`src/rtl/ccdst_pkg.sv`:
```
// Shared widths, codes and types of the calendar clock with summer-time conversion.
package ccdst_pkg;

    localparam int SEC_W      = 6;
    localparam int MIN_W      = 6;
    localparam int HOUR_W     = 5;
    localparam int DAY_W      = 5;
    localparam int MON_W      = 4;
    localparam int YEAR_W     = 7;
    localparam int WDAY_W     = 3;
    localparam int ZONE_W     = 5;
    localparam int CMD_W      = 2;
    localparam int CFG_IDX_W  = 1;
    localparam int CFG_DATA_W = 5;

    typedef enum logic [CMD_W-1:0] {
        CMD_TICK     = 2'd0,
        CMD_LOAD     = 2'd1,
        CMD_TO_LOCAL = 2'd2,
        CMD_TO_UTC   = 2'd3
    } t_cmd;

    localparam logic [CFG_IDX_W-1:0] CFG_ZONE = 1'b0;
    localparam logic [CFG_IDX_W-1:0] CFG_DST  = 1'b1;

    typedef enum logic [2:0] {
        OP_NONE,
        OP_TICK,
        OP_LOAD,
        OP_SHIFT,
        OP_DST
    } t_op;

    typedef enum logic [1:0] {
        ST_IDLE,
        ST_SHIFT,
        ST_DST,
        ST_FINISH
    } t_state;

    typedef struct packed {
        t_op  op;
        logic step_load;
        logic to_local;
        logic out_load;
    } t_dp_cmd;

    typedef struct packed {
        logic step_done;
        logic dst_step;
        logic out_busy;
    } t_dp_sts;

    typedef struct packed {
        logic [SEC_W-1:0]  sec;
        logic [MIN_W-1:0]  min;
        logic [HOUR_W-1:0] hour;
        logic [DAY_W-1:0]  day;
        logic [MON_W-1:0]  mon;
        logic [YEAR_W-1:0] year;
        logic [WDAY_W-1:0] wday;
    } t_clock;

endpackage

```
`src/rtl/ccdst_in_if.sv`:
```
// Input channel: command and load values with a valid/ready handshake.
interface ccdst_in_if;
    import ccdst_pkg::*;

    logic                  valid;
    logic                  ready;
    logic [CMD_W-1:0]      cmd;
    logic [SEC_W-1:0]      load_second;
    logic [MIN_W-1:0]      load_minute;
    logic [HOUR_W-1:0]     load_hour;
    logic [DAY_W-1:0]      load_day;
    logic [MON_W-1:0]      load_month;
    logic [YEAR_W-1:0]     load_year;

    modport source (
        output valid, cmd, load_second, load_minute, load_hour, load_day, load_month,
               load_year,
        input  ready
    );
    modport sink (
        input  valid, cmd, load_second, load_minute, load_hour, load_day, load_month,
               load_year,
        output ready
    );
    modport mon (
        input valid, ready, cmd, load_second, load_minute, load_hour, load_day, load_month,
              load_year
    );
endinterface

```
`src/rtl/ccdst_out_if.sv`:
```
// Output channel: clock value and summer-time flag with a valid/ready handshake.
interface ccdst_out_if;
    import ccdst_pkg::*;

    logic                  valid;
    logic                  ready;
    logic [SEC_W-1:0]      out_second;
    logic [MIN_W-1:0]      out_minute;
    logic [HOUR_W-1:0]     out_hour;
    logic [DAY_W-1:0]      out_day;
    logic [MON_W-1:0]      out_month;
    logic [YEAR_W-1:0]     out_year;
    logic [WDAY_W-1:0]     out_weekday;
    logic                  dst_active;

    modport source (
        output valid, out_second, out_minute, out_hour, out_day, out_month, out_year,
               out_weekday, dst_active,
        input  ready
    );
    modport sink (
        input  valid, out_second, out_minute, out_hour, out_day, out_month, out_year,
               out_weekday, dst_active,
        output ready
    );
    modport mon (
        input valid, ready, out_second, out_minute, out_hour, out_day, out_month, out_year,
              out_weekday, dst_active
    );
endinterface

```
`src/rtl/ccdst_ctrl.sv`:
```
// Controller state machine: sequences tick, load and hour-stepping conversions.
module ccdst_ctrl import ccdst_pkg::*; (
    input  logic             i_clk,
    input  logic             i_rst_n,
    input  logic             i_in_valid,
    input  logic [CMD_W-1:0] i_cmd,
    output logic             o_in_ready,
    input  t_dp_sts          i_sts,
    output t_dp_cmd          o_cmd
);

    t_state r_state;
    t_state n_state;

    always_ff @(posedge i_clk) begin
        if (!i_rst_n) begin
            r_state <= ST_IDLE;
        end else begin
            r_state <= n_state;
        end
    end

    always_comb begin
        n_state         = r_state;
        o_in_ready      = 1'b0;
        o_cmd.op        = OP_NONE;
        o_cmd.step_load = 1'b0;
        o_cmd.to_local  = (t_cmd'(i_cmd) == CMD_TO_LOCAL);
        o_cmd.out_load  = 1'b0;
        case (r_state)
            ST_IDLE: begin
                o_in_ready = 1'b1;
                if (i_in_valid) begin
                    case (t_cmd'(i_cmd))
                        CMD_TICK: begin
                            o_cmd.op = OP_TICK;
                            n_state  = ST_FINISH;
                        end
                        CMD_LOAD: begin
                            o_cmd.op = OP_LOAD;
                            n_state  = ST_FINISH;
                        end
                        CMD_TO_LOCAL, CMD_TO_UTC: begin
                            o_cmd.step_load = 1'b1;
                            n_state         = ST_SHIFT;
                        end
                        default: n_state = ST_IDLE;
                    endcase
                end
            end
            ST_SHIFT: begin
                // One hour per cycle until the zone offset is used up.
                if (i_sts.step_done) begin
                    n_state = ST_DST;
                end else begin
                    o_cmd.op = OP_SHIFT;
                end
            end
            ST_DST: begin
                if (i_sts.dst_step) begin
                    o_cmd.op = OP_DST;
                end
                n_state = ST_FINISH;
            end
            ST_FINISH: begin
                if (!i_sts.out_busy) begin
                    o_cmd.out_load = 1'b1;
                    n_state        = ST_IDLE;
                end
            end
            default: n_state = ST_IDLE;
        endcase
    end

endmodule

```
`src/rtl/ccdst_dp.sv`:
```
// Datapath: clock registers, calendar step logic, zone counter and output register.
module ccdst_dp import ccdst_pkg::*; (
    input  logic                  i_clk,
    input  logic                  i_rst_n,
    input  logic                  i_cfg_we,
    input  logic [CFG_IDX_W-1:0]  i_cfg_idx,
    input  logic [CFG_DATA_W-1:0] i_cfg_data,
    input  logic [SEC_W-1:0]      i_load_second,
    input  logic [MIN_W-1:0]      i_load_minute,
    input  logic [HOUR_W-1:0]     i_load_hour,
    input  logic [DAY_W-1:0]      i_load_day,
    input  logic [MON_W-1:0]      i_load_month,
    input  logic [YEAR_W-1:0]     i_load_year,
    input  t_dp_cmd               i_cmd,
    output t_dp_sts               o_sts,
    input  logic                  i_out_ready,
    output logic                  o_out_valid,
    output t_clock                o_out,
    output logic                  o_out_dst
);

    localparam logic [DAY_W-1:0] MONTH_LEN [16] = '{
        5'd0, 5'd31, 5'd28, 5'd31, 5'd30, 5'd31, 5'd30, 5'd31,
        5'd31, 5'd30, 5'd31, 5'd30, 5'd31, 5'd0, 5'd0, 5'd0
    };

    // Month term of the weekday formula, already reduced modulo 7.
    localparam logic [2:0] WDAY_TERM [16] = '{
        3'd4, 3'd0, 3'd3, 3'd2, 3'd5, 3'd0, 3'd3, 3'd5,
        3'd1, 3'd4, 3'd6, 3'd2, 3'd4, 3'd0, 3'd3, 3'd5
    };

    function automatic logic [DAY_W-1:0] f_month_len(input logic [MON_W-1:0] mon,
                                                     input logic [YEAR_W-1:0] year);
        logic [DAY_W-1:0] len;
        len = MONTH_LEN[mon];
        if (mon == 4'd2) begin
            len = (year[1:0] == 2'd0) ? 5'd29 : 5'd28;
        end
        return len;
    endfunction

    function automatic t_clock f_hour_up(input t_clock c);
        t_clock r;
        logic [DAY_W-1:0] len;
        r   = c;
        len = f_month_len(c.mon, c.year);
        if (c.hour >= 5'd23) begin
            r.hour = 5'd0;
            r.wday = (c.wday == 3'd7 || c.wday == 3'd0) ? 3'd1 : c.wday + 3'd1;
            if (({1'b0, c.day} + 6'd1) > {1'b0, len}) begin
                r.day = 5'd1;
                if (c.mon >= 4'd12) begin
                    r.mon  = 4'd1;
                    r.year = (c.year >= 7'd99) ? 7'd0 : c.year + 7'd1;
                end else begin
                    r.mon = c.mon + 4'd1;
                end
            end else begin
                r.day = c.day + 5'd1;
            end
        end else begin
            r.hour = c.hour + 5'd1;
        end
        return r;
    endfunction

    function automatic t_clock f_hour_down(input t_clock c);
        t_clock r;
        r = c;
        if (c.hour != 5'd0) begin
            r.hour = c.hour - 5'd1;
        end else begin
            r.hour = 5'd23;
            r.wday = (c.wday == 3'd1) ? 3'd7 : c.wday - 3'd1;
            if (c.day == 5'd1) begin
                if (c.mon == 4'd1) begin
                    r.mon  = 4'd12;
                    r.year = (c.year == 7'd0) ? 7'd99 : c.year - 7'd1;
                end else begin
                    r.mon = c.mon - 4'd1;
                end
                r.day = f_month_len(r.mon, r.year);
            end else begin
                r.day = c.day - 5'd1;
            end
        end
        return r;
    endfunction

    function automatic t_clock f_second_up(input t_clock c);
        t_clock r;
        r = c;
        if (c.sec >= 6'd59) begin
            r.sec = 6'd0;
            if (c.min >= 6'd59) begin
                r     = f_hour_up(c);
                r.sec = 6'd0;
                r.min = 6'd0;
            end else begin
                r.min = c.min + 6'd1;
            end
        end else begin
            r.sec = c.sec + 6'd1;
        end
        return r;
    endfunction

    // Day, month term and year term are summed, then reduced modulo 7 by folding
    // octal digits, since 8 is 1 modulo 7.
    function automatic logic [WDAY_W-1:0] f_weekday(input logic [DAY_W-1:0]  day,
                                                    input logic [MON_W-1:0]  mon,
                                                    input logic [YEAR_W-1:0] year);
        logic       adj;
        logic [7:0] t;
        logic [7:0] s;
        logic [4:0] d1;
        logic [3:0] d2;
        logic [2:0] d3;
        adj = (mon <= 4'd2);
        t   = {1'b0, year} - {7'd0, adj};
        if (year == 7'd0 && adj) begin
            // The year 1999 contributes a residue of five.
            s = {3'b0, day} + {5'b0, WDAY_TERM[mon]} + 8'd5;
        end else begin
            s = {3'b0, day} + {5'b0, WDAY_TERM[mon]} + t + (t >> 2)
                - {7'd0, (t >= 8'd100)};
        end
        d1 = {2'b0, s[2:0]} + {2'b0, s[5:3]} + {3'b0, s[7:6]};
        d2 = {1'b0, d1[2:0]} + {2'b0, d1[4:3]};
        d3 = d2[2:0] + {2'b0, d2[3]};
        return (d3 == 3'd0 || d3 == 3'd7) ? 3'd7 : d3;
    endfunction

    function automatic logic f_summer(input t_clock c);
        logic [DAY_W-1:0] last_week;
        logic [2:0]       to_sun;
        logic             r;
        last_week = 5'd31 - c.day;
        to_sun    = 3'd7 - c.wday;
        r         = 1'b0;
        if (c.mon > 4'd3 && c.mon < 4'd10) begin
            r = 1'b1;
        end else if (c.mon == 4'd3) begin
            if (last_week >= 5'd7) begin
                r = 1'b0;
            end else if ({2'b0, to_sun} > last_week) begin
                r = 1'b1;
            end else begin
                r = (to_sun == 3'd0) && (c.hour >= 5'd2);
            end
        end else if (c.mon == 4'd10) begin
            if (last_week >= 5'd7) begin
                r = 1'b1;
            end else if ({2'b0, to_sun} <= last_week) begin
                r = (to_sun == 3'd0) ? (c.hour < 5'd2) : 1'b1;
            end else begin
                r = 1'b0;
            end
        end
        return r;
    endfunction

    t_clock              r_clk;
    t_clock              n_clk;
    logic [ZONE_W-1:0]   r_zone;
    logic                r_dst_en;
    logic [ZONE_W-1:0]   r_step_cnt;
    logic                r_shift_up;
    logic                r_dst_up;
    t_clock              r_out;
    logic                r_out_dst;
    logic                r_out_valid;

    t_clock              w_up;
    t_clock              w_down;
    t_clock              w_load;
    logic                w_summer;
    logic                w_zone_neg;
    logic [ZONE_W-1:0]   w_zone_mag;

    assign w_up       = f_hour_up(r_clk);
    assign w_down     = f_hour_down(r_clk);
    assign w_summer   = f_summer(r_clk);
    assign w_zone_neg = r_zone[ZONE_W-1];
    assign w_zone_mag = w_zone_neg ? (~r_zone + 5'd1) : r_zone;

    always_comb begin
        w_load.sec  = i_load_second;
        w_load.min  = i_load_minute;
        w_load.hour = i_load_hour;
        w_load.day  = i_load_day;
        w_load.mon  = i_load_month;
        w_load.year = i_load_year;
        w_load.wday = f_weekday(i_load_day, i_load_month, i_load_year);
    end

    always_comb begin
        n_clk = r_clk;
        case (i_cmd.op)
            OP_TICK:  n_clk = f_second_up(r_clk);
            OP_LOAD:  n_clk = w_load;
            OP_SHIFT: n_clk = r_shift_up ? w_up : w_down;
            OP_DST:   n_clk = r_dst_up ? w_up : w_down;
            default:  n_clk = r_clk;
        endcase
    end

    always_ff @(posedge i_clk) begin
        if (!i_rst_n) begin
            r_clk       <= '0;
            r_zone      <= '0;
            r_dst_en    <= 1'b0;
            r_step_cnt  <= '0;
            r_shift_up  <= 1'b0;
            r_dst_up    <= 1'b0;
            r_out_valid <= 1'b0;
        end else begin
            r_clk <= n_clk;
            if (i_cfg_we) begin
                case (i_cfg_idx)
                    CFG_ZONE: r_zone   <= i_cfg_data;
                    CFG_DST:  r_dst_en <= i_cfg_data[0];
                    default:  r_zone   <= r_zone;
                endcase
            end
            if (i_cmd.step_load) begin
                // A positive zone steps forward toward local time and back toward UTC.
                r_step_cnt <= w_zone_mag;
                r_shift_up <= i_cmd.to_local ^ w_zone_neg;
                r_dst_up   <= i_cmd.to_local;
            end else if (i_cmd.op == OP_SHIFT) begin
                r_step_cnt <= r_step_cnt - 5'd1;
            end
            if (i_cmd.out_load) begin
                r_out_valid <= 1'b1;
            end else if (i_out_ready) begin
                r_out_valid <= 1'b0;
            end
        end
    end

    always_ff @(posedge i_clk) begin
        if (i_cmd.out_load) begin
            r_out     <= r_clk;
            r_out_dst <= w_summer;
        end
    end

    assign o_sts.step_done = (r_step_cnt == '0);
    assign o_sts.dst_step  = r_dst_en && w_summer;
    assign o_sts.out_busy  = r_out_valid && !i_out_ready;
    assign o_out_valid     = r_out_valid;
    assign o_out           = r_out;
    assign o_out_dst       = r_out_dst;

endmodule

```
`src/rtl/calendar_clock_with_dst_unit.sv`:
```
// Top level of the calendar clock: controller, datapath and channel wiring.
// Tick and load: the clock register takes the new value, then the output register; the next
// item is taken once the result is loaded. To-local and to-UTC: the hour-step loop moves the
// clock one hour per cycle over the zone offset, then a summer-time step if due, then output.
// Reset (synchronous, active low) zeroes the clock, the zone offset and the DST enable.
module calendar_clock_with_dst_unit import ccdst_pkg::*; (
    input  logic                  i_clk,
    input  logic                  i_rst_n,
    ccdst_in_if.sink              i_in_ch,
    ccdst_out_if.source           o_out_ch,
    input  logic                  i_cfg_we,
    input  logic [CFG_IDX_W-1:0]  i_cfg_idx,
    input  logic [CFG_DATA_W-1:0] i_cfg_data
);

    t_dp_cmd w_cmd;
    t_dp_sts w_sts;
    t_clock  w_out;
    logic    w_out_valid;
    logic    w_out_dst;

    ccdst_ctrl u_ctrl (
        .i_clk      (i_clk),
        .i_rst_n    (i_rst_n),
        .i_in_valid (i_in_ch.valid),
        .i_cmd      (i_in_ch.cmd),
        .o_in_ready (i_in_ch.ready),
        .i_sts      (w_sts),
        .o_cmd      (w_cmd)
    );

    ccdst_dp u_dp (
        .i_clk         (i_clk),
        .i_rst_n       (i_rst_n),
        .i_cfg_we      (i_cfg_we),
        .i_cfg_idx     (i_cfg_idx),
        .i_cfg_data    (i_cfg_data),
        .i_load_second (i_in_ch.load_second),
        .i_load_minute (i_in_ch.load_minute),
        .i_load_hour   (i_in_ch.load_hour),
        .i_load_day    (i_in_ch.load_day),
        .i_load_month  (i_in_ch.load_month),
        .i_load_year   (i_in_ch.load_year),
        .i_cmd         (w_cmd),
        .o_sts         (w_sts),
        .i_out_ready   (o_out_ch.ready),
        .o_out_valid   (w_out_valid),
        .o_out         (w_out),
        .o_out_dst     (w_out_dst)
    );

    assign o_out_ch.valid       = w_out_valid;
    assign o_out_ch.out_second  = w_out.sec;
    assign o_out_ch.out_minute  = w_out.min;
    assign o_out_ch.out_hour    = w_out.hour;
    assign o_out_ch.out_day     = w_out.day;
    assign o_out_ch.out_month   = w_out.mon;
    assign o_out_ch.out_year    = w_out.year;
    assign o_out_ch.out_weekday = w_out.wday;
    assign o_out_ch.dst_active  = w_out_dst;

endmodule

```
`src/flat_wrapper.sv`:
```
// flat-port wrapper written by rule: the top's interface ports become plain ports
module calendar_clock_with_dst_unit_flat import ccdst_pkg::*;
  (i_clk, i_rst_n, i_cfg_we, i_cfg_idx, i_cfg_data, i_in_ch_valid, i_in_ch_cmd, i_in_ch_load_second, i_in_ch_load_minute, i_in_ch_load_hour, i_in_ch_load_day, i_in_ch_load_month, i_in_ch_load_year, i_in_ch_ready, o_out_ch_valid, o_out_ch_out_second, o_out_ch_out_minute, o_out_ch_out_hour, o_out_ch_out_day, o_out_ch_out_month, o_out_ch_out_year, o_out_ch_out_weekday, o_out_ch_dst_active, o_out_ch_ready);
  ccdst_in_if i_in_ch_i ();
  ccdst_out_if o_out_ch_i ();
  input  logic i_clk;
  input  logic i_rst_n;
  input  logic i_cfg_we;
  input  logic [CFG_IDX_W-1:0] i_cfg_idx;
  input  logic [CFG_DATA_W-1:0] i_cfg_data;
  input wire logic [$bits(i_in_ch_i.valid)-1:0] i_in_ch_valid;
  input wire logic [$bits(i_in_ch_i.cmd)-1:0] i_in_ch_cmd;
  input wire logic [$bits(i_in_ch_i.load_second)-1:0] i_in_ch_load_second;
  input wire logic [$bits(i_in_ch_i.load_minute)-1:0] i_in_ch_load_minute;
  input wire logic [$bits(i_in_ch_i.load_hour)-1:0] i_in_ch_load_hour;
  input wire logic [$bits(i_in_ch_i.load_day)-1:0] i_in_ch_load_day;
  input wire logic [$bits(i_in_ch_i.load_month)-1:0] i_in_ch_load_month;
  input wire logic [$bits(i_in_ch_i.load_year)-1:0] i_in_ch_load_year;
  output wire logic [$bits(i_in_ch_i.ready)-1:0] i_in_ch_ready;
  output wire logic [$bits(o_out_ch_i.valid)-1:0] o_out_ch_valid;
  output wire logic [$bits(o_out_ch_i.out_second)-1:0] o_out_ch_out_second;
  output wire logic [$bits(o_out_ch_i.out_minute)-1:0] o_out_ch_out_minute;
  output wire logic [$bits(o_out_ch_i.out_hour)-1:0] o_out_ch_out_hour;
  output wire logic [$bits(o_out_ch_i.out_day)-1:0] o_out_ch_out_day;
  output wire logic [$bits(o_out_ch_i.out_month)-1:0] o_out_ch_out_month;
  output wire logic [$bits(o_out_ch_i.out_year)-1:0] o_out_ch_out_year;
  output wire logic [$bits(o_out_ch_i.out_weekday)-1:0] o_out_ch_out_weekday;
  output wire logic [$bits(o_out_ch_i.dst_active)-1:0] o_out_ch_dst_active;
  input wire logic [$bits(o_out_ch_i.ready)-1:0] o_out_ch_ready;
  assign i_in_ch_i.valid = i_in_ch_valid;
  assign i_in_ch_i.cmd = i_in_ch_cmd;
  assign i_in_ch_i.load_second = i_in_ch_load_second;
  assign i_in_ch_i.load_minute = i_in_ch_load_minute;
  assign i_in_ch_i.load_hour = i_in_ch_load_hour;
  assign i_in_ch_i.load_day = i_in_ch_load_day;
  assign i_in_ch_i.load_month = i_in_ch_load_month;
  assign i_in_ch_i.load_year = i_in_ch_load_year;
  assign i_in_ch_ready = i_in_ch_i.ready;
  assign o_out_ch_valid = o_out_ch_i.valid;
  assign o_out_ch_out_second = o_out_ch_i.out_second;
  assign o_out_ch_out_minute = o_out_ch_i.out_minute;
  assign o_out_ch_out_hour = o_out_ch_i.out_hour;
  assign o_out_ch_out_day = o_out_ch_i.out_day;
  assign o_out_ch_out_month = o_out_ch_i.out_month;
  assign o_out_ch_out_year = o_out_ch_i.out_year;
  assign o_out_ch_out_weekday = o_out_ch_i.out_weekday;
  assign o_out_ch_dst_active = o_out_ch_i.dst_active;
  assign o_out_ch_i.ready = o_out_ch_ready;
  calendar_clock_with_dst_unit u_core (.i_clk(i_clk), .i_rst_n(i_rst_n), .i_in_ch(i_in_ch_i), .o_out_ch(o_out_ch_i), .i_cfg_we(i_cfg_we), .i_cfg_idx(i_cfg_idx), .i_cfg_data(i_cfg_data));
endmodule
```
`config.mk`:
```
export PLATFORM = sky130hd
export DESIGN_NAME = calendar_clock_with_dst_unit_flat
export DESIGN_NICKNAME = d
export VERILOG_FILES = /design/src/rtl/ccdst_pkg.sv /design/src/rtl/ccdst_in_if.sv /design/src/rtl/ccdst_out_if.sv /design/src/rtl/ccdst_ctrl.sv /design/src/rtl/ccdst_dp.sv /design/src/rtl/calendar_clock_with_dst_unit.sv /design/src/flat_wrapper.sv
export SDC_FILE = /design/constraint.sdc
export NUM_CORES = 1
export LEC_CHECK = 0
export ABC_AREA = 0
export ABC_CLOCK_PERIOD_IN_PS = 10000
export BUFFER_PORTS_ARGS = -buffer_cell sky130_fd_sc_hd__buf_2
export CAP_MARGIN = 30
export CORE_MARGIN = 5
export CORE_UTILIZATION = 45
export DETAILED_ROUTE_END_ITERATION = 8
export PLACE_DENSITY = 0.64
export SYNTH_ARGS = -nofsm -noshare
export SYNTH_HDL_FRONTEND = slang
export SYNTH_SLANG_ARGS = --single-unit
```
`constraint.sdc`:
```
create_clock -name i_clk -period 10 [get_ports i_clk]
set_input_delay 0.5 -clock i_clk [delete_from_list [all_inputs] [get_ports i_clk]]
set_output_delay 0.5 -clock i_clk [all_outputs]
set_load 0.02 [all_outputs]
```
== After elaboration in Yosys (flattened, before gate mapping) ==
Memory sizes are Yosys's and may differ from the RTL's.
Cells that the tools add are included.

* Bits in registers: 89
* Latch bits: 0
* RAM bits: 0
* ROM bits: 208
* Bits of input ports: 46
* Output and inout bits: 39
* Word-level logic and storage cells: 211
* Memories kept: 3

{| class="wikitable"
|+ Memory list
! name !! words !! width !! read ports !! clocked after Yosys merged registers in !! wr ports !! RTL line !! source
|-
| (name not given) || 16 || 5 || 1 || 0 || 0 || ccdst_dp.sv:36 || <nowiki>len = MONTH_LEN[mon];</nowiki>
|-
| (name not given) || 16 || 5 || 1 || 0 || 0 || ccdst_dp.sv:36 ||
|-
| (name not given) || 16 || 3 || 1 || 0 || 0 || ccdst_dp.sv:126 || <nowiki>s = {3'b0, day} + {5'b0, WDAY_TERM[mon]} + t + (t >> 2)</nowiki>
|}

* Add/sub/neg operators: 27
* Multiply operators: 0
* Div/mod/pow operators: 0
* Order comparisons: 19
* Eq/ne operators: 26
* Shifts and indexed selects: 0
* Multiplexer cells: 73
* Bitwise gates (word level): 8
* Reduce and logical (&&, ||, !) cells: 33

{| class="wikitable"
|+ Operator list
! cell !! count
|-
| $pmux 36 s4 || 1
|-
| $mux 5 || 17
|-
| $mux 24 || 3
|-
| $mux 19 || 3
|-
| $mux 7 || 6
|-
| $mux 11 || 3
|-
| $mux 30 || 1
|-
| $mux 3 || 7
|-
| $ge 5x5->1 const B || 4
|-
| $mux 1 || 17
|-
| $mux 4 || 4
|-
| $add 5x1->5 const B || 3
|-
| $not 4->5 || 3
|-
| $sub 5x1->5 const B || 3
|-
| $logic_not 7->1 || 2
|-
| $ne 2x2->1 const B || 7
|-
| $add 6x1->6 const B || 2
|-
| $eq 4x2->1 const B || 3
|-
| $ge 6x6->1 const B || 2
|-
| $gt 6x5->1 || 2
|-
| $mux 6 || 2
|-
| $eq 3x3->1 const B || 3
|-
| $logic_not 3->1 || 3
|-
| $pmux 3 s3 || 1
|-
| 57 further kinds || 84
|}

== Longest topological paths before layout ==
Gate-level depths: netlist of the first run.

* Depth after elaboration: 19
* Gate-level depth with buffers: 41
* Gate-level depth less buffers: 41

== Cells and area by module ==
Synthesis of the first run repeated with hierarchy kept, for this count alone.

* Cells, all modules: 851
* Area, all modules: 7239.4 µm²

{| class="wikitable"
|+ Modules (own cells, without submodules)
! module !! instances !! cells each !! area each (µm²) !! seq. area each (µm²)
|-
| ccdst_dp || 1 || 822 || 7011.7 || 2112.0
|-
| ccdst_ctrl || 1 || 29 || 227.7 || 40.0
|}

== Worst setup path before layout of the first run ==
No wires, ideal clock.

* Path kind: input -> register
* Start point: in i_in_ch_load_month[0]
* End point: reg u_core.u_dp.r_clk[0] (netlist bit)
* Setup time: 0.134 ns
* Arrival: 7.103 ns
* Required time: 9.866 ns
* Slack: 2.763 ns
* Stages on the path: 39
* Buffers on the path: 0
* Cells stage by stage: inv_1 ha_1 o21a_1 ha_1 ha_1 nor3b_1 nand2_1 xnor2_1 ha_1 inv_1 a31o_2 a211o_1 o21ai_0 ha_1 fa_1 inv_1 ha_1 fa_1 [... 3 more ...] o21bai_1 a21oi_1 xnor2_1 and2_1 fa_1 ha_1 fa_1 xor2_1 ha_1 fa_1 ha_1 xnor2_1 xnor2_1 nor2_1 nor2_1 o21ai_0 a211oi_1 nor4_1

* Word-level cells in the longest chain between the ends: 17
* Elaborated cells on any way between the ends: 23
* Those cells by class: 10 x add/sub; 2 x order compare; 1 x eq/ne; 5 x mux; 1 x bitwise; 3 x reduce/logical; 1 x memory

{| class="wikitable"
|+ Ends and longest elaborated chain
! element !! RTL line !! source
|-
| start: declaration || flat_wrapper.sv:17 || <nowiki>input wire logic [$bits(i_in_ch_i.load_month)-1:0] i_in_ch_load_month;</nowiki>
|-
| $not 4->5 (implied by the code) || ccdst_dp.sv:124, ccdst_dp.sv:126 ||
|-
| $mem_v2 16x3 || n/a ||
|-
| $mux 3 (implied by the code) (2 in a row) || ccdst_dp.sv:126 ||
|-
| $add 5x3->6 || ccdst_dp.sv:126 ||
|-
| $add 6x8->8 || ccdst_dp.sv:126 ||
|-
| $add 8x6->8 || ccdst_dp.sv:126 ||
|-
| $sub 8x1->8 || ccdst_dp.sv:127 || <nowiki>- {7'd0, (t >= 8'd100)};</nowiki>
|-
| $mux 8 (*) || ccdst_dp.sv:122 || <nowiki>if (year == 7'd0 && adj) begin</nowiki>
|-
| $add 3x3->4 || ccdst_dp.sv:129 || <nowiki>d1 = {2'b0, s[2:0]} + {2'b0, s[5:3]} + {3'b0, s[7:6]};</nowiki>
|-
| $add 4x2->5 (*) || ccdst_dp.sv:129 ||
|-
| $add 3x2->4 (*) || ccdst_dp.sv:130 || <nowiki>d2 = {1'b0, d1[2:0]} + {2'b0, d1[4:3]};</nowiki>
|-
| $add 3x1->3 (*) || ccdst_dp.sv:131 || <nowiki>d3 = d2[2:0] + {2'b0, d2[3]};</nowiki>
|-
| $eq 3x3->1 or $logic_not 3->1 (tied branches) || ccdst_dp.sv:132 || <nowiki>return (d3 == 3'd0 || d3 == 3'd7) ? 3'd7 : d3;</nowiki>
|-
| $logic_or 1x1->1 || ccdst_dp.sv:132 ||
|-
| $mux 3 (*) || ccdst_dp.sv:132 ||
|-
| $pmux 36 s4 (*) || ccdst_dp.sv:200 || <nowiki>case (i_cmd.op)</nowiki>
|-
| end signal: assignment || ccdst_dp.sv:219 || <nowiki>r_clk <= n_clk;</nowiki>
|-
| end: declaration || ccdst_dp.sv:164 || <nowiki>t_clock r_clk;</nowiki>
|}

Every way passes the cells marked *; elsewhere a longest branch is shown, timed or not. The select of a mux whose other input is x is not followed.
A chain may end at the register's enable or synchronous reset.

== Worst setup path after layout of the first run ==
* Start point: in i_in_ch_load_month[0]
* End point: reg u_core.u_dp.r_clk[2] (netlist bit)

The elaborated chain is that of the path after synthesis.

==> results of run 1 <==
[how the worst min path moves through the flow]
stage,to,slack [ps],depth (start not counted)
after floorplan,u_core.u_dp.o_out[17],400,0
after detailed placement,u_core.u_dp.o_out[29],460,0
after global placement,u_core.u_dp.o_out[29],450,0
after global routing,u_core.u_dp.r_zone[4],380,3
final,u_core.u_dp.r_zone[1],370,3
after CTS,u_core.u_dp.r_zone[1],370,3
[cell usage after synthesis, types with 6 or more instances]
master     number  area, sq um
a2111oi_0       8         70.1
a211o_1         9         78.8
a211oi_1       31          233
a21o_1          7         52.6
a21oi_1        69          345
a221oi_1       11         96.3
a31oi_1        13         81.3
and2_1          8         50.1
and3_1          9         56.3
buf_2          10         50.1
clkbuf_1       39          146
dfxtp_1        52         1040
edfxtp_1       37         1110
fa_1           12          240
ha_1           66          826
inv_1          60          225
mux2i_1        13          130
nand2_1        80          300
nand3_1        36          180
nand4_1         7         43.8
nor2_1         91          342
nor2b_1        17          106
nor3_1         18         90.1
nor4_1          6         37.5
o211ai_1        9         67.6
o21ai_0        72          360
or3_1           6         37.5
xnor2_1        24          210
xor2_1         11         96.3
[routing by layer]
metal / part of all wire / track usage / up-vias
met2: 0.46 / 0.345 / 265
met1: 0.45 / 0.304 / 3451
met5: 0 / 0 / -
met3: 0.061 / 0.0271 / 42
li1: - / - / 3584
met4: 0.029 / 0.0847 / 0
[final cells by class]
class / instances / share of cell area
Multi-Input combinational cell: 740 / 0.595
Sequential cell: 89 / 0.251
Timing Repair Buffer: 96 / 0.0613
Tap cell: 220 / 0.0321
Inverter: 61 / 0.0267
Clock buffer: 9 / 0.0262
Clock inverter: 7 / 0.00860
[tightest hold or removal path: stages]
cell and delay (ps):
buf_2 80, a21oi_1 50, nor2_1 70
[cells by family after synthesis]
family,Yosys count,share of synthesized area
buffers and inverters,117,0.0605
XOR/XNOR,35,0.0397
AND/OR/NAND/NOR,308,0.199
flip-flops,89,0.279
AO/OA/AOI/OAI,300,0.256
adder cells (fa/ha/maj),78,0.138
multiplexers,19,0.0271
[flip-flops by register name (all words and copies together) (netlist names), 2 cells and up]
name                    cells
u_core.u_dp.o_out          36
u_core.u_ctrl.r_state       2
u_core.u_dp.r_zone          5
u_core.u_dp.r_clk          36
u_core.u_dp.r_step_cnt      5
[power by group]
part           internal (mW)  switching [mW]
clock                  0.176           0.169
combinational          0.708            1.06
sequential             0.462           0.109
total                   1.35            1.34
[metrics by stage]
step,util,instance area (sq um),std cells,setup slack [ps],hold slack (ps)
2_1_floorplan,-,7710,946,2760,403
3_3_place_gp,0.494,8250,1203,2270,450
3_5_place_dp,0.496,8290,1206,2090,458
4_1_cts,0.514,8590,1222,2470,368
5_1_grt,0.514,8590,1222,1870,385
6_report,0.514,8590,1222,2460,369
==> run_results.csv, run 1 <==
group,metric,value,unit
route,drt-pass1-iter-count,5,
setup_path,path_class,"input pin to register",
power,design_power_total,2.68,mW
route,ant_nets,0,
cts,post_cts_buffers,0,
setup_path,path_max_fanout,3,
cells_and_area,nets,1121,
cts,clock-root-buffer,"clkbuf_16",
grt,grt_util_all_layers,0.218,
cells_and_area,final_common_cell,"nor2_1",
grt,grt-ovfl-total,0,
route,wl,22200,um
sta,clock_skew,12.6,ps
die,io_pins,85,
sta,fmax,133,MHz
setup_path,ff2ff_path_depth,11,
setup_path,arrival,7760,ps
logic_synthesis,synthesis.area,0.00771,sq mm
setup_path,cp_common_cell,"ha_1",
flow_run,maxCapViolCount,0,
cts,cts_max_level,3,
sta,tns,0,ps
grt,grt_pass1_vias,6688,
route,viasPerCell,6.01,
sta,min_period,7540,ps
cells_and_area,drive_gt1_frac,0.137,
logic_synthesis,syn_inst,946,
sta,slew_viol_final,0,
logic_synthesis,synth_edf_count,37,
sta,slew-limit-headroom,0.297,
setup_path,cp.required,10230,ps
sta,post-route-period-util,0.754,
setup_path,reg2reg_to,"u_core.u_dp.r_clk[13]",
sta,setup_viol,0,
cts,path_clk_slew,80,ps
cells_and_area,multi_input_area,0.00511,sq mm
grt,grt_pass1_wl,35200,um
setup_path,crit_end,"u_core.u_dp.r_clk[2]",
sta,rsz0062_at_grt,"false",
setup_path,r2r_start,"u_core.u_dp.r_clk[14]",
grt,antenna_found_initial,0,
die,coreArea,0.0167,sq mm
logic_synthesis,synth-seq-cells,89,
min_path,hp-start,"i_cfg_data[1]",
sta,worstMarginPinSlew,1060,ps
die,fp.dieH,141,um
logic_synthesis,syn_avg_cell_area,8.15,sq um
cts,clock_latency,360,ps
cells_and_area,fill_cells,1640,
route,vias,7342,
power,p_leak,3.36,nW
cts,tritoncts,"done",
setup_path,slowest_delay,480,ps
logic_synthesis,synth_flop_cell,"dfxtp_1",
power,pwr_density_cell,313,mW/mm^2
die,num_rows,47,
setup_path,critPathSlowestCell,"fa_1",
cells_and_area,diodes,0,
logic_synthesis,yosysUniqueCellTypes,75,
die,initial_core_util,0.462,
run_status,outcome,"finished, final reports clean",
cells_and_area,syn_to_final_growth,11.3,%
logic_synthesis,synthArstFlopShare,0,
min_path,hp-class,"input pin to register",
cts,clock_path_buffers,2,
route,drt_iter0_drc,622,
setup_path,crit_path_start_kind,"input pin",
die,die_w,141,um
power,peakVddDrop,0.187,mV
setup_path,end_kind,"register",
placed_design,hpwl,16200,um
route,post-route-drc-count,0,
cts,cts_sinks,89,
setup_path,cp.depth,39,
cts,ctsHoldBuffers,0,
sta,final-hold-violation-count,0,
setup_path,critPathLaunch,"i_in_ch_load_month[0]",
cts,cts_buffers,9,
cells_and_area,regArea,0.00215,sq mm
grt,grt_start_max_net_pins,38,
setup_path,crit_family,"adder cells",
die,fp.dieArea,0.0199,sq mm
cts,cts.repair.resized,0,
placed_design,gp_congestion,0.936,
logic_synthesis,yosysWarnings,0,
logic_synthesis,syn-num-nets,1070,
cells_and_area,mostFrequentLayoutCells,"91 x nor2_1, 84 x buf_2, 80 x nand2_1",
setup_path,regToRegSetupSlack,5470,ps
placed_design,port_buffers,84,
route,wl_per_cell,18.2,um
logic_synthesis,yosysSeqAreaShare,0.279,
setup_path,crit_buf_inv,4,
No activity file was read; power rests on OpenSTA's default activity.
==> run 2: changes to the inputs <==
ABC_AREA = 1   (was 0)
ABC_CLOCK_PERIOD_IN_PS = 7900   (was 10000)
clock period = 7.9 ns   (was 10 ns; I/O delays follow)
==> run_results.csv, run 2 <==
group,metric,value,unit
setup_path,end_kind,"register",
power,p_int,1.76,mW
logic_synthesis,synthTopCellsByArea,"edfxtp_1 13%, nand2_1 13%, dfxtp_1 13%",
setup_path,crit_path_start_kind,"input pin",
cts,clock_path_buffers,2,
sta,fmax,140,MHz
logic_synthesis,synth_most_common_cell,"nand2_1",
route,viasPerCell,5.34,
setup_path,arrival,7440,ps
logic_synthesis,yosysSeqAreaShare,0.261,
route,ant_nets,0,
route,drt-pass1-iter-count,7,
cts,tritoncts,"done",
logic_synthesis,yosysWarnings,0,
sta,tns,0,ps
sta,worstMarginPinSlew,933,ps
logic_synthesis,synthArstFlopShare,0,
setup_path,ff2ff_path_depth,20,
logic_synthesis,synthXorXnorAreaFrac,0.0287,
route,wl,22700,um
flow_run,maxCapViolCount,0,
placed_design,hpwl,16800,um
die,fp.dieArea,0.0211,sq mm
setup_path,reg2reg_to,"u_core.u_dp.r_clk[6]",
cts,ctsHoldBuffers,0,
cells_and_area,final_common_cell,"nand2_1",
setup_path,r2r_start,"u_core.u_dp.r_clk[10]",
logic_synthesis,synth-compound-area-share,0.139,
power,p_leak,4.25,nW
die,coreArea,0.0180,sq mm
power,net-switching-power,1.99,mW
die,io_pins,85,
power,pwr-share-clk,0.113,
grt,grt_pass1_vias,7604,
cells_and_area,multi_input_area,0.00527,sq mm
cells_and_area,diodes,0,
placed_design,gp_congestion,0.922,
setup_path,critPathSlowestCell,"fa_1",
sta,rsz0062_at_grt,"false",
route,post-route-drc-count,0,
sta,clock_skew,12.2,ps
logic_synthesis,synth_top_family_by_area,"simple AND/OR/NAND/NOR gates",
placed_design,place_ws,294,ps
min_path,hp-class,"input pin to register",
route,wl_per_cell,15.1,um
setup_path,critPathLaunch,"i_in_ch_load_month[0]",
sta,slew_viol_final,0,
logic_synthesis,yosysUniqueCellTypes,54,
route,drt_iter0_drc,555,
grt,grt_start_max_net_pins,31,
logic_synthesis,synth_flop_cell,"dfxtp_1",
power,p_comb_frac,0.679,
logic_synthesis,syn_avg_cell_area,6.83,sq um
cells_and_area,nets,1395,
cts,clock-root-buffer,"clkbuf_16",
placed_design,port_buffers,84,
setup_path,crit_end,"u_core.u_dp.r_clk[1]",
cts,clock_latency,360,ps
logic_synthesis,yosysTopAreaCell,"edfxtp_1",
logic_synthesis,yosys-top-cells-count,"290 x nand2_1, 143 x inv_1, 133 x nand3_1",
cells_and_area,syn_to_final_growth,10.0,%
grt,grt_util_all_layers,0.212,
cts,cts_max_level,3,
setup_path,path_class,"input pin to register",
power,pwr_density_cell,413,mW/mm^2
grt,grt_pass1_wl,37600,um
sta,post-route-period-util,0.905,
logic_synthesis,synthSimpleGateAreaFrac,0.337,
sta,setup_viol,0,
setup_path,regToRegSetupSlack,3740,ps
cells_and_area,regArea,0.00215,sq mm
route,vias,8036,
cts,cts_sinks,89,
grt,antenna_found_initial,0,
cts,cts.repair.resized,0,
setup_path,path_max_fanout,3,
logic_synthesis,syn-num-nets,1332,
power,pwr-share-seq,0.208,
sta,slew-limit-headroom,0.374,
cells_and_area,mostFrequentLayoutCells,"290 x nand2_1, 143 x inv_1, 133 x nand3_1",
setup_path,slowest_delay,490,ps
die,fp.dieH,145,um
cells_and_area,drive_gt1_frac,0.135,
setup_path,cp.required,8190,ps
logic_synthesis,synth-seq-cells,89,
sta,final-hold-violation-count,0,
cts,path_clk_slew,70,ps
die,die_w,145,um
cells_and_area,fill_cells,1842,
die,num_rows,49,
logic_synthesis,synthesis.area,0.00825,sq mm
power,peakVddDrop,0.306,mV
logic_synthesis,synth_fa_ha_area_frac,0.129,
sta,fin_ws,751,ps
power,swShare,0.531,
die,initial_core_util,0.458,
run_status,outcome,"finished, final reports clean",
cts,cts_buffers,9,
logic_synthesis,synthMuxAreaShare,0.00243,
grt,grt-ovfl-total,0,
logic_synthesis,syn_inst,1208,
cts,post_cts_buffers,0,
logic_synthesis,synth_top_area_frac,0.135,
logic_synthesis,synth_edf_count,37,
sta,min_period,7150,ps
==> run 2: cell types whose count changed after synthesis, moves of 23 or more <==
cell,change
nand2_1,+210
nand3_1,+97
nor2_1,+24
a211oi_1,-27
inv_1,+83
clkbuf_1,-23
==> run 2: layer usage <==
layer / up-vias / track usage / part of all wire
met2: 236 / 0.338 / 0.44
li1: 4122 / - / -
met3: 39 / 0.0352 / 0.057
met5: - / 0 / 0
met4: 0 / 0.0760 / 0.023
met1: 3639 / 0.291 / 0.48
==> run 2: layout make-up <==
type	instances	area share
Tap cell	229	0.0316
Multi-Input combinational cell	921	0.580
Sequential cell	89	0.237
Clock inverter	6	0.00621
Clock buffer	10	0.0252
Timing Repair Buffer	93	0.0542
Inverter	157	0.0652
==> run 2: how the worst min path moves through the flow <==
stage	startpoint	endpoint	cells past startpoint
after floorplan	u_core.u_dp.r_clk[17]	u_core.u_dp.o_out[17]	0
after detailed placement	u_core.u_dp.r_clk[35]	u_core.u_dp.o_out[35]	0
after global placement	u_core.u_dp.r_clk[35]	u_core.u_dp.o_out[35]	0
after global routing	i_cfg_data[3]	u_core.u_dp.r_zone[3]	3
final	i_in_ch_cmd[0]	u_core.u_dp.r_dst_up	2
after CTS	i_in_ch_cmd[0]	u_core.u_dp.r_dst_up	2
==> run 2: logic make-up after synthesis <==
| group | count (synthesis) |
|---|---|
| AO/OA/AOI/OAI | 198 |
| buffers and inverters | 198 |
| multiplexers | 2 |
| adder cells (fa/ha/maj) | 78 |
| flip-flops | 89 |
| XOR/XNOR | 27 |
| AND/OR/NAND/NOR | 616 |
==> run 2: stage by stage <==
stage | area (sq um) | std cells | power (mW) | utilization | hold slack (ps)
3_3_place_gp | 8760 | 1487 | 3.28 | 0.486 | 446
4_1_cts | 9070 | 1505 | 3.76 | 0.503 | 258
2_1_floorplan | 8250 | 1208 | 2.81 | - | 403
3_5_place_dp | 8780 | 1489 | 3.32 | 0.487 | 462
5_1_grt | 9070 | 1505 | 4.21 | 0.503 | 279
6_report | 9070 | 1505 | 3.75 | 0.503 | 266
==> run 2: worst max-delay path: cells and delay by family <==
kind,cells,cell delay (ps)
fa+ha+maj,14,4070
xor+xnor,5,940
simple gates,12,930
compound gates,6,740
buf+inv,5,340
==> run 2: power by group through the flow <==
stage          Clock (mW)  Combinational [mW]  Sequential, mW
6_report            0.424                2.55           0.780
5_1_grt             0.447                2.96           0.801
4_1_cts             0.430                2.55           0.776
3_5_place_dp            0                2.54           0.785
3_3_place_gp            0                2.49           0.786
2_1_floorplan           0                2.05           0.751
==> run 3: changes to the inputs <==
CORE_ASPECT_RATIO = 1.75   (was not set)
==> run_results.csv, run 3 (synthesis gave the netlist of run 2 again) <==
group,metric,value,unit
cells_and_area,stdcell_count,1511,
power,peakVddDrop,0.289,mV
flow_run,maxCapViolCount,0,
cts,cts_buffers,9,
route,vias,8137,
cells_and_area,utilization,0.503,
sta,fin_ws,643,ps
setup_path,slowest_delay,480,ps
min_path,holdPathEnd,"u_core.u_dp.r_dst_up",
die,die_w,112,um
grt,grt_pass1_vias,7941,
route,ant_nets,0,
run_status,outcome,"finished, final reports clean",
sta,final-hold-violation-count,0,
power,pwr_density_cell,418,mW/mm^2
setup_path,arrival,7550,ps
sta,rsz0062_at_grt,"false",
placed_design,dp.cells,1494,
route,viasPerCell,5.39,
route,wl,22400,um
cells_and_area,nets,1395,
sta,setup_viol,0,
cts,ctsHoldBuffers,0,
setup_path,regToRegSetupSlack,3960,ps
cts,cts_max_level,3,
sta,min_period,7260,ps
cells_and_area,finalInstanceArea,0.00909,sq mm
placed_design,place_ws,195,ps
power,p_leak,4.27,nW
die,io_pins,85,
sta,tns,0,ps
route,drt_iter0_drc,469,
die,initial_core_util,0.457,
setup_path,ff2ff_path_depth,23,
setup_path,path_max_fanout,3,
cts,path_clk_slew,80,ps
die,num_rows,65,
placed_design,placed_area,0.00879,sq mm
setup_path,reg2reg_to,"u_core.u_dp.r_clk[5]",
cells_and_area,final_common_cell,"nand2_1",
cells_and_area,syn_to_final_growth,10.2,%
sta,slew-limit-headroom,0.395,
grt,grt_pass1_wl,37500,um
route,drt-pass1-iter-count,5,
placed_design,port_buffers,84,
route,post-route-drc-count,0,
cts,clock_latency,370,ps
placed_design,gp_congestion,0.880,
grt,grt-ovfl-total,0,
min_path,hp-class,"input pin to register",
grt,grt_start_max_net_pins,35,
min_path,hp-start,"i_in_ch_cmd[0]",
die,fp.dieH,189,um
die,fp.dieArea,0.0212,sq mm
setup_path,path_class,"input pin to register",
grt,antenna_found_initial,4,
sta,slew_viol_final,0,
min_path,worstHoldPathCells,2,
power,design_power_total,3.80,mW
setup_path,crit_buf_inv,5,
cts,tritoncts,"done",
sta,hold_ws,232,ps
cells_and_area,drive_gt1_frac,0.136,
grt,grt_util_all_layers,0.214,
sta,fmax,138,MHz
setup_path,cp.required,8190,ps
cells_and_area,fill_cells,1895,
setup_path,crit_path_start_kind,"input pin",
sta,post-route-period-util,0.919,
die,coreArea,0.0181,sq mm
sta,clock_skew,13.0,ps
route,wl_per_cell,14.8,um
cells_and_area,mostFrequentLayoutCells,"290 x nand2_1, 143 x inv_1, 133 x nand3_1",
cts,clock-root-buffer,"clkbuf_16",
setup_path,r2r_start,"u_core.u_dp.r_clk[10]",
sta,worstMarginPinSlew,906,ps
cts,clock_path_buffers,2,
setup_path,end_kind,"register",
cts,cts_sinks,89,
setup_path,crit_family,"adder cells",
setup_path,critPathSlowestCell,"fa_1",
placed_design,hpwl,17300,um
run 3: cell count changes in the layout (fill, tap and decap cells not counted), sizes merged:
cell | before | now
inv | 154 | 158
clkbuf | 10 | 9
diode | 0 | 1
clkinvlp | 3 | 0
run 3: per-layer routing:
metal / track usage / wire (um) / up-vias
met3: 0.0301 / 1100 / 50
met2: 0.407 / 11800 / 216
met5: 0 / 28 / -
li1: - / - / 4115
met1: 0.238 / 8840 / 3750
met4: 0.0805 / 593 / 6
run 3: report_power, final:
part / leakage (nW) / internal [mW] / total, mW / switching, mW
combinational: 3.36 / 0.932 / 2.59 / 1.66
clock: 0.143 / 0.220 / 0.432 / 0.212
sequential: 0.770 / 0.621 / 0.778 / 0.156
run 3: repair_timing:
item                       4_1_cts  5_1_grt
gates resized for setup          0        2
setup buffers                    0        0
hold endpoints to repair         0        0
setup endpoints to repair        0        1
run 3: area by class of cell:
cell class	instances	area [sq um]	share of cell area
inverter	157	592	0.0651
clock inverter	7	60.1	0.00661
sequential	89	2150	0.237
timing repair buffer	93	495	0.0545
antenna	1	2.50	0.000275
multi-input combinational	921	5270	0.580
tap	234	293	0.0322
clock buffer	9	225	0.0248
run 3: worst max-delay path by stage:
| stage | from | to | slack [ps] | cells past startpoint |
|---|---|---|---|---|
| 2_1_floorplan | i_in_ch_load_month[0] | u_core.u_dp.r_clk[0] | 890 | 41 |
| 3_3_place_gp | i_in_ch_load_month[0] | u_core.u_dp.r_clk[1] | 310 | 42 |
| 3_5_place_dp | i_in_ch_load_month[0] | u_core.u_dp.r_clk[1] | 190 | 42 |
| 4_1_cts | i_in_ch_load_month[0] | u_core.u_dp.r_clk[1] | 550 | 42 |
| 5_1_grt | i_in_ch_load_month[0] | u_core.u_dp.r_clk[0] | 100 | 42 |
| 6_report | i_in_ch_load_month[0] | u_core.u_dp.r_clk[0] | 640 | 42 |
run 3: worst reg2reg max path, stage by stage, from the launching register on:
cell	delay, ps
dfxtp_1	630
inv_1	220
ha_1	270
inv_1	70
ha_1	130
inv_1	50
o21ai_0	130
nand2_1	70
inv_1	110
ha_1	250
nand2_1	90
inv_1	40
a21oi_1	110
nand2_1	60
nand2_1	110
nand2_2	150
nand2_1	450
inv_1	320
nand2_1	150
nand3_1	70
nand3_1	100
nand4_1	100
nand2_1	80
a21oi_2	50
